<file path="config.mk">
export PLATFORM = sky130hd
export DESIGN_NAME = text_line_and_binary_frame_splitter
export DESIGN_NICKNAME = d
export VERILOG_FILES = /design/src/sv/tlbfs_pkg.sv /design/src/sv/text_line_and_binary_frame_splitter.sv
export SDC_FILE = /design/constraint.sdc
export NUM_CORES = 1
export LEC_CHECK = 0
export BUFFER_PORTS_ARGS = -buffer_cell sky130_fd_sc_hd__buf_2
export CAP_MARGIN = 20
export CORE_MARGIN = 3
export CORE_UTILIZATION = 40
export CTS_CLUSTER_DIAMETER = 40
export DETAILED_ROUTE_END_ITERATION = 6
export GPL_TIMING_DRIVEN = 0
export PLACE_DENSITY = 0.54
export SYNTH_ARGS = -nofsm -noshare
export SYNTH_HDL_FRONTEND = slang
export SYNTH_SLANG_ARGS = --single-unit
</file>
<file path="constraint.sdc">
create_clock -name clock -period 8.05 [get_ports clock]
set_clock_uncertainty 0.1 [all_clocks]
set_input_delay 1.2075 -clock clock [delete_from_list [all_inputs] [get_ports clock]]
set_output_delay 1.2075 -clock clock [all_outputs]
set_load 0.05 [all_outputs]
</file>
<file path="src/sv/tlbfs_pkg.sv">
// Package for the text line and binary frame splitter.
// Holds the beat types, the event codes, the mode and sequencer encodings.
// No dependencies.
`default_nettype none

package tlbfs_pkg;

   // Event codes carried in event_res.
   localparam logic [2:0] EV_NONE     = 3'd0;
   localparam logic [2:0] EV_BOUNDARY = 3'd1;
   localparam logic [2:0] EV_READY    = 3'd2;
   localparam logic [2:0] EV_OVERLONG = 3'd3;
   localparam logic [2:0] EV_BINARY   = 3'd4;

   // Input kinds.
   localparam logic KIND_BYTE   = 1'b0;
   localparam logic KIND_RESYNC = 1'b1;

   // Special byte values.
   localparam logic [7:0] CHAR_NUL = 8'h00;
   localparam logic [7:0] CHAR_CR  = 8'h0D;
   localparam logic [7:0] CHAR_LF  = 8'h0A;

   // Reset value of the frame limit register.
   localparam logic [15:0] FRAME_LIMIT_RESET = 16'd256;

   // One input beat.
   typedef struct packed {
      logic       kind;
      logic [7:0] data_byte;
   } req_type;

   // One result beat.
   typedef struct packed {
      logic [2:0] event_res;
      logic [7:0] line_byte;
      logic       last;
   } rsp_type;

   // Receive mode, one-hot.
   typedef enum logic [2:0] {
      MODE_TEXT    = 3'b001,
      MODE_DISCARD = 3'b010,
      MODE_BINARY  = 3'b100
   } mode_type;

   // Sequencer state, one-hot.
   typedef enum logic [1:0] {
      SEQ_IDLE = 2'b01,
      SEQ_EMIT = 2'b10
   } seq_type;

endpackage

`default_nettype wire

</file>
<file path="src/sv/text_line_and_binary_frame_splitter.sv">
// Top level of the text line and binary frame splitter.
// Uses tlbfs_pkg for beat types, event codes and state encodings.
// Holds the line store memory and the read-out sequencer.
`default_nettype none

// Splits a byte stream into text lines and binary frames. Each input beat
// is one received byte or a resync command. A byte that causes at most one
// result is taken directly, and the next beat is accepted as soon as the
// output register is free. A finished line is read from the single-port
// line store one entry per cycle while the result output is not stalled;
// no input is taken during that read-out. The line store needs no clearing
// after reset: only entries written since the last line end are ever read.
// The frame limit register is written through the csr port, which is
// always ready.
module text_line_and_binary_frame_splitter
   import tlbfs_pkg::*;
#(
   parameter int LINE_DEPTH = 64
) (
   input  wire logic        clock,
   input  wire logic        reset,
   // Input channel.
   input  wire logic        req_valid,
   output logic             req_stall,
   input  wire req_type     req_data,
   // Result channel.
   output logic             rsp_valid,
   input  wire logic        rsp_stall,
   output rsp_type          rsp_data,
   // Configuration channel.
   input  wire logic        csr_valid,
   output logic             csr_ready,
   input  wire logic [15:0] csr_data
);

   localparam int ADDR_W = (LINE_DEPTH > 1) ? $clog2(LINE_DEPTH) : 1;
   localparam int LEN_W  = $clog2(LINE_DEPTH + 1);
   localparam logic [LEN_W-1:0] LEN_MAX = LEN_W'(LINE_DEPTH);

   // State registers.
   mode_type          mode_ff, mode_in;
   seq_type           seq_ff, seq_in;
   logic [LEN_W-1:0]  line_len_ff, line_len_in;
   logic [16:0]       frame_cnt_ff, frame_cnt_in;
   logic [15:0]       limit_ff;
   logic [ADDR_W-1:0] emit_pos_ff, emit_pos_in;
   logic [ADDR_W-1:0] emit_end_ff, emit_end_in;
   logic              rsp_valid_ff, rsp_valid_in;
   rsp_type           rsp_data_ff, rsp_data_in;

   // Line store and its registered read port.
   logic [7:0]        line_mem [LINE_DEPTH];
   logic [7:0]        rd_data_ff;
   logic              mem_wr;
   logic [ADDR_W-1:0] mem_wr_addr;
   logic              mem_rd;
   logic [ADDR_W-1:0] mem_rd_addr;

   logic        slot_free;
   logic        accept;
   logic        is_eol;
   logic [16:0] frame_inc;

   assign slot_free = !rsp_valid_ff || !rsp_stall;
   assign req_stall = !((seq_ff == SEQ_IDLE) && slot_free);
   assign accept    = req_valid && !req_stall;
   assign is_eol    = (req_data.data_byte == CHAR_CR) || (req_data.data_byte == CHAR_LF);
   assign frame_inc = frame_cnt_ff + 17'd1;

   assign rsp_valid = rsp_valid_ff;
   assign rsp_data  = rsp_data_ff;
   assign csr_ready = 1'b1;

   // Next-state logic for the mode machine, the sequencer and the output.
   always_comb begin
      mode_in      = mode_ff;
      seq_in       = seq_ff;
      line_len_in  = line_len_ff;
      frame_cnt_in = frame_cnt_ff;
      emit_pos_in  = emit_pos_ff;
      emit_end_in  = emit_end_ff;
      rsp_valid_in = rsp_valid_ff && rsp_stall;
      rsp_data_in  = rsp_data_ff;
      mem_wr       = 1'b0;
      mem_wr_addr  = line_len_ff[ADDR_W-1:0];
      mem_rd       = 1'b0;
      mem_rd_addr  = '0;

      unique case (seq_ff)
         SEQ_IDLE: begin
            if (accept) begin
               if (req_data.kind == KIND_RESYNC) begin
                  line_len_in  = '0;
                  frame_cnt_in = '0;
                  mode_in      = MODE_DISCARD;
               end else begin
                  unique case (mode_ff)
                     MODE_BINARY: begin
                        if (req_data.data_byte == CHAR_NUL) begin
                           mode_in      = MODE_TEXT;
                           rsp_valid_in = 1'b1;
                           rsp_data_in  = '{EV_BINARY, 8'h00, 1'b1};
                        end else begin
                           frame_cnt_in = frame_inc;
                           if (frame_inc > {1'b0, limit_ff}) begin
                              mode_in      = MODE_DISCARD;
                              rsp_valid_in = 1'b1;
                              rsp_data_in  = '{EV_BINARY, 8'h00, 1'b1};
                           end
                        end
                     end
                     MODE_DISCARD: begin
                        if (req_data.data_byte == CHAR_NUL) begin
                           line_len_in  = '0;
                           frame_cnt_in = '0;
                           mode_in      = MODE_BINARY;
                        end else if (is_eol) begin
                           mode_in      = MODE_TEXT;
                           rsp_valid_in = 1'b1;
                           rsp_data_in  = '{EV_BOUNDARY, 8'h00, 1'b1};
                        end
                     end
                     default: begin
                        // Text mode.
                        if (req_data.data_byte == CHAR_NUL) begin
                           line_len_in  = '0;
                           frame_cnt_in = '0;
                           mode_in      = MODE_BINARY;
                        end else if (is_eol) begin
                           if (line_len_ff == '0) begin
                              rsp_valid_in = 1'b1;
                              rsp_data_in  = '{EV_BOUNDARY, 8'h00, 1'b1};
                           end else begin
                              // Start the read-out at the first stored byte.
                              mem_rd      = 1'b1;
                              mem_rd_addr = '0;
                              emit_pos_in = '0;
                              emit_end_in = ADDR_W'(line_len_ff - LEN_W'(1));
                              line_len_in = '0;
                              seq_in      = SEQ_EMIT;
                           end
                        end else if (line_len_ff < LEN_MAX) begin
                           mem_wr      = 1'b1;
                           line_len_in = line_len_ff + LEN_W'(1);
                        end else begin
                           line_len_in  = '0;
                           mode_in      = MODE_DISCARD;
                           rsp_valid_in = 1'b1;
                           rsp_data_in  = '{EV_OVERLONG, 8'h00, 1'b1};
                        end
                     end
                  endcase
               end
            end
         end
         SEQ_EMIT: begin
            // The read register holds the byte at emit_pos_ff.
            if (slot_free) begin
               rsp_valid_in = 1'b1;
               rsp_data_in  = '{EV_READY, rd_data_ff, emit_pos_ff == emit_end_ff};
               if (emit_pos_ff == emit_end_ff) begin
                  seq_in = SEQ_IDLE;
               end else begin
                  mem_rd      = 1'b1;
                  mem_rd_addr = emit_pos_ff + ADDR_W'(1);
                  emit_pos_in = emit_pos_ff + ADDR_W'(1);
               end
            end
         end
         default: begin
            seq_in = SEQ_IDLE;
         end
      endcase
   end

   // Line store: one write or one read per cycle, read data registered.
   always_ff @(posedge clock) begin
      if (mem_wr) begin
         line_mem[mem_wr_addr] <= req_data.data_byte;
      end
      if (mem_rd) begin
         rd_data_ff <= line_mem[mem_rd_addr];
      end
   end

   // Control registers.
   always_ff @(posedge clock) begin
      if (reset) begin
         mode_ff      <= MODE_TEXT;
         seq_ff       <= SEQ_IDLE;
         line_len_ff  <= '0;
         frame_cnt_ff <= '0;
         limit_ff     <= FRAME_LIMIT_RESET;
         rsp_valid_ff <= 1'b0;
      end else begin
         mode_ff      <= mode_in;
         seq_ff       <= seq_in;
         line_len_ff  <= line_len_in;
         frame_cnt_ff <= frame_cnt_in;
         rsp_valid_ff <= rsp_valid_in;
         if (csr_valid && csr_ready) begin
            limit_ff <= csr_data;
         end
      end
   end

   // Payload registers.
   always_ff @(posedge clock) begin
      emit_pos_ff <= emit_pos_in;
      emit_end_ff <= emit_end_in;
      rsp_data_ff <= rsp_data_in;
   end

   // No input beat is taken while a line is read out.
   assert property (@(posedge clock) disable iff (reset)
      (seq_ff == SEQ_EMIT) |-> req_stall)
      else $error("input accepted during line read-out");

   // The line length never exceeds the store depth.
   assert property (@(posedge clock) disable iff (reset)
      line_len_ff <= LEN_MAX)
      else $error("line length beyond store depth");

   // Only line-ready beats carry a line byte.
   assert property (@(posedge clock) disable iff (reset)
      (rsp_valid_ff && (rsp_data_ff.event_res != EV_READY)) |->
         ((rsp_data_ff.line_byte == 8'h00) && rsp_data_ff.last))
      else $error("non-line result carries a byte or lacks last");

   // Binary mode never holds a partial line.
   assert property (@(posedge clock) disable iff (reset)
      (mode_ff == MODE_BINARY) |-> (line_len_ff == '0))
      else $error("partial line kept in binary mode");

   // Read-out position stays within the line being emitted.
   assert property (@(posedge clock) disable iff (reset)
      (seq_ff == SEQ_EMIT) |-> (emit_pos_ff <= emit_end_ff))
      else $error("read-out position past end of line");

endmodule

`default_nettype wire
</file>
======== Yosys cells after proc, flatten, opt, wreduce, memory -nomap -nowiden ========
Memories as Yosys holds them, arrays and structs flattened. A register that Yosys moved wholly into a read port is not among the register bits.
Index checks and enable logic that the tools add are counted.
word-level totals
  memory bits (writable) .................. 512
  word-level logic and storage cells ...... 157
  memories kept ........................... 1
  bits in registers ....................... 70
memories
  memory    words  width  read ports  clocked after Yosys merged registers in  write ports  line                                       text
  line_mem  64     8      1           1                                        1            text_line_and_binary_frame_splitter.sv:52  logic [7:0] line_mem [LINE_DEPTH];
operators by class
  eq/ne operators ......................... 30
  $lt $le $gt $ge ......................... 2
  reductions and logical operators ........ 20
  add/sub/neg operators ................... 4
  mux-type cells .......................... 85
  bitwise logic cells ..................... 4
operator list
  kind                                                 number
  2-to-1 mux 12 bit                                    11
  2-to-1 mux 17 bit                                    4
  2-to-1 mux 6 bit                                     11
  case mux 12 bit (2 select lines)                     2
  2-to-1 mux 7 bit                                     6
  2-to-1 mux 1 bit                                     28
  2-to-1 mux 3 bit                                     8
  != test 2 bit, second input constant                 10
  adder 17 x 1 -> 17 bit, second input constant        1
  greater-than comparator 17 x 16 -> 1 bit             1
  equality test 8 x 4 -> 1 bit, second input constant  2
  2-to-1 mux 2 bit                                     8
  != test 4 bit, second input constant                 4
  case mux 7 bit (2 select lines)                      1
  != test 3 bit, second input constant                 4
  case mux 6 bit (2 select lines)                      1
  != test 5 x 2 -> 1 bit, second input constant        2
  AND reduction 10 bit                                 1
  AND reduction 9 bit                                  1
  logical NOT 8 bit                                    1
  AND reduction 8 bit                                  1
  adder 7 x 1 -> 7 bit, second input constant          1
  logical NOT 7 bit                                    1
  less-than comparator 7 bit, second input constant    1
  other kinds (24)                                     34

======== Longest topological paths before layout ========
  depth in word-level cells ............... 10
  depth in mapped cells ................... 13
  mapped depth without buffers ............ 13

======== Worst setup path before layout ========
OpenSTA, ideal clock, no wires.
  path type ............................... input to register
  start ................................... input req_data[5] (netlist name)
  end ..................................... memory line_mem[52][0] (enable)
  stages on the path ...................... 8
  setup slack ............................. 4.671 ns
  buffers on the path ..................... 1
  arrival time ............................ 2.908 ns
  path through ............................ nor4_1 > and2_1 > buf_2 > nor2_1 > nand3_1 > nor4_1 > nand3_1 > nor2_1
between the ends
  cells in the longest elaborated chain, start to end .. 10
RTL lines
  what                                      line                                        text
  start: declaration                        text_line_and_binary_frame_splitter.sv:25   input wire req_type req_data,
  equality test 8 x 4 -> 1 bit              text_line_and_binary_frame_splitter.sv:67   assign is_eol = (req_data.data_byte == CHAR_CR) || (req_data.data_byte == CHAR_LF);
  logical OR 1 bit                          text_line_and_binary_frame_splitter.sv:67
  2-to-1 mux 1 bit                          text_line_and_binary_frame_splitter.sv:129  end else if (is_eol) begin
  2-to-1 mux 1 bit *                        text_line_and_binary_frame_splitter.sv:125  if (req_data.data_byte == CHAR_NUL) begin
  2-to-1 mux 1 bit *                        text_line_and_binary_frame_splitter.sv:97   unique case (mode_ff)
  2-to-1 mux 1 bit *                        text_line_and_binary_frame_splitter.sv:92   if (req_data.kind == KIND_RESYNC) begin
  2-to-1 mux 1 bit *                        text_line_and_binary_frame_splitter.sv:91   if (accept) begin
  2-to-1 mux 1 bit *                        text_line_and_binary_frame_splitter.sv:89   unique case (seq_ff)
  2-to-1 mux 1 bit *                        text_line_and_binary_frame_splitter.sv:178  if (mem_wr) begin
  2-to-1 mux 1 bit (implied by the code) *  text_line_and_binary_frame_splitter.sv:179  line_mem[mem_wr_addr] <= req_data.data_byte;
  end: declaration                          text_line_and_binary_frame_splitter.sv:52
Mark *: on every way between the ends. The rest lies on a longest branch, timed or not.

======== Final worst setup path ========
  start ................................... input req_data[5] (netlist name)
  end ..................................... memory line_mem[55][1] (enable)
The elaborated chain is that of the path after synthesis.

==> run metrics <==
worst reg-to-reg setup slack=3660 ps; Post-synth EDFFs=544; Routability Congestion=0.891; Slew @ Worst Pin=1180 ps; Initial Util=40.6%; Unique masters post-synth=81; CTS tree=built; crit start category=input pin; r2r startpoint=frame_cnt_ff[0]$_SDFFE_PP0P_; first drt pass iteration count=6; Hold Buf Count CTS=0; Bufs on Longest Clock Path=3; part of the power in combinational logic=22.1%; Crit Path Class=in -> reg; Cell Int Power=0.00622 W; IO Port Bufs=42; DP Cell Count=2529; die width=254 µm; TritonCTS buffer count=87; # IOs=45; yosys warns=0; HPWL after DPL=46600 µm; fin crit share=59.1%; Top FF cell, synth=edfxtp_1; area added between synthesis and finish=17.1%; Pleak=9.44 nW; switching share of power=32.3%; DP Area=25900 µm²; DRT Wirelength=69900 µm; crit-path max FO=65; fmax=210 MHz; share of the synthesized area in the top cell type=66.3%; final hold vios=0; initial antenna violation count=1; largest net degree at the start of global routing=68; Tmin final=4760 ps; Setup TNS=0 ps; PwrDens=318 nW/µm²; R2R cell count=13; Synth Area in Simple Gates=8.79%; CTS Root Cell=clkbuf_16; Final ANT Viol Nets=0; fin util=47.5%; synth cell count leaders=edfxtp_1, nor2_1, nand2_1, o221ai_1, mux2i_1; Post-Synth Adder-Cell Area=1.17%; CTS resizes=0; Hold EP=limit_ff[8]$_SDFFE_PP1P_; Total Routing Usage GR=21.8%; Slew headroom=21.7%; CP endpoint kind=flip-flop; Synth async-reset ratio=0%; syn avg cell area=14.5 µm²; DRC Markers=0; setup bufs post-CTS=0; Cells after Synth=1701; core area=60700 µm²; Final Cell Area=28900 µm²; vias in the first global route=15600; fill count=5289; largest family of logic cells by synthesized area=compound AO/OA/AOI/OAI gates; fin cells=2694; maximum vdd drop=0.000191 V; post-DR wirelength/cell=25.9 µm; unrepaired setup endpoints after global routing=false; Synth area leaders=edfxtp_1, dfxtp_1, mux2i_1; vias per cell=5.84; Setup violations, final=0; Synth Area in Compound Gates=12.5%; CTS clock-pin slew for the worst setup and hold paths=50 ps; Sink Count=590; XOR/XNOR Fraction of Synth Area=1.33%; Hold Path Stages=2; H-tree depth=3; max-cap viol count=0; Synth area leader=edfxtp_1; post-synthesis sequential area ratio=70.0%; Die H=254 µm; Critical Path RT=8190 ps; synthesized flop and latch total=590; Slew Limit Fails=0; synthesized area=24600 µm²; Worst Path Arrival=4900 ps; Clock power frac=40.5%; worst hold path type=reg -> reg; row count=90; Seq pwr share=37.4%; status=finished clean; Via Count=15700; Die ar.=64600 µm²; hold path start=limit_ff[8]$_SDFFE_PP1P_; r2r endpoint=rsp_data[2]$_SDFFCE_PN0P_; Skew-Pair Late Insertion Delay=630 ps; Starting DRT DRC Count=1650; Final nets=1889; grt ovf=0; mux contribution to synthesized area=3.33%; Post-Syn Nets=1754; top-count cell post-synth=edfxtp_1; Psw=0.00296 W; global-route wire length before repair=102000 µm; share of cells above drive strength 1=16.4%
-- power groups by stage --
stage / Sequential [W] / Combinational (W) / Clock [W]
4_1_cts: 0.00344 / 0.00202 / 0.00378
3_3_place_gp: 0.00350 / 0.00199 / 0
2_1_floorplan: 0.00350 / 0.00124 / 0
5_1_grt: 0.00344 / 0.00216 / 0.00392
3_5_place_dp: 0.00350 / 0.00202 / 0
6_report: 0.00344 / 0.00202 / 0.00372
-- worst max-delay path, stage by stage --
cell     delay [ps]
buf_4           620
nor4_1          230
and2_1          200
buf_2           140
nor2_1          190
nand3_1         180
nor4_1          670
nand3_1         540
nor2_1          830
-- state kept, by name, summed over array words and instances (netlist names), 3 cells and up --
name          count
emit_pos_ff       6
emit_end_ff       6
limit_ff         16
rsp_data         12
line_len_ff       7
rd_data_ff        8
line_mem        512
frame_cnt_ff     17
mode_ff           3
-- placed cells by master, fill, tap and decap left out, types with 45 or more instances in the layout --
master,instances
nand2_1,113
edfxtp_1,544
a21oi_1,45
dfxtp_1,46
o211ai_1,50
nor2_1,127
buf_2,86
mux2i_1,64
clkbuf_16,90
clkbuf_1,46
o221ai_1,68
-- metrics by stage --
stage | power, W | hold slack, ps | setup slack [ps]
finish | 0.00918 | 394 | 3290
global route | 0.00952 | 423 | 2950
CTS | 0.00923 | 399 | 3330
detailed placement | 0.00551 | 390 | 2690
global placement | 0.00549 | 379 | 2230
floorplan | 0.00474 | 360 | 4670
-- worst max path at each step --
stage / startpoint / end / slack (ps) / cells after the start
3_5_place_dp: req_data[5] / line_mem[55][5]$_DFFE_PP_ / 2690 / 9
3_3_place_gp: req_data[5] / line_mem[55][5]$_DFFE_PP_ / 2230 / 9
2_1_floorplan: req_data[5] / line_mem[52][0]$_DFFE_PP_ / 4670 / 8
4_1_cts: req_data[4] / line_mem[53][4]$_DFFE_PP_ / 3330 / 9
6_report: req_data[5] / line_mem[55][1]$_DFFE_PP_ / 3290 / 9
5_1_grt: req_data[4] / line_mem[55][1]$_DFFE_PP_ / 2950 / 9
-- cell type report --
cell class / instances / area, µm² / share of cell area (%)
inverters: 29 / 109 / 0.377
clock buffers: 96 / 2280 / 7.92
repair buffers: 46 / 310 / 1.08
multi-input cells: 967 / 6690 / 23.2
well taps: 782 / 978 / 3.39
flip-flops and latches: 590 / 17300 / 59.8
clock inverters: 68 / 646 / 2.24
plain buffers: 115 / 584 / 2.02
diodes: 1 / 2.50 / 0.00867
-- layer usage --
| layer | vias to the layer above | share of wire [%] | global-route usage (%) |
|---|---|---|---|
| met5 | - | 0 | 0 |
| met4 | 0 | 3.0 | 6.96 |
| met2 | 541 | 47 | 35.2 |
| li1 | 7062 | - | - |
| met1 | 8011 | 44 | 29.9 |
| met3 | 132 | 6.0 | 4.13 |
-- kinds of logic after synthesis --
kind of cell             after synthesis
multiplexers                          72
flip-flops                           590
buffers and inverters                144
AND/OR/NAND/NOR                      446
XOR/XNOR                              34
adder cells (fa/ha/maj)               23
other                                  1
AO/OA/AOI/OAI                        391
Note: power is estimated with default switching activity, not from simulation.
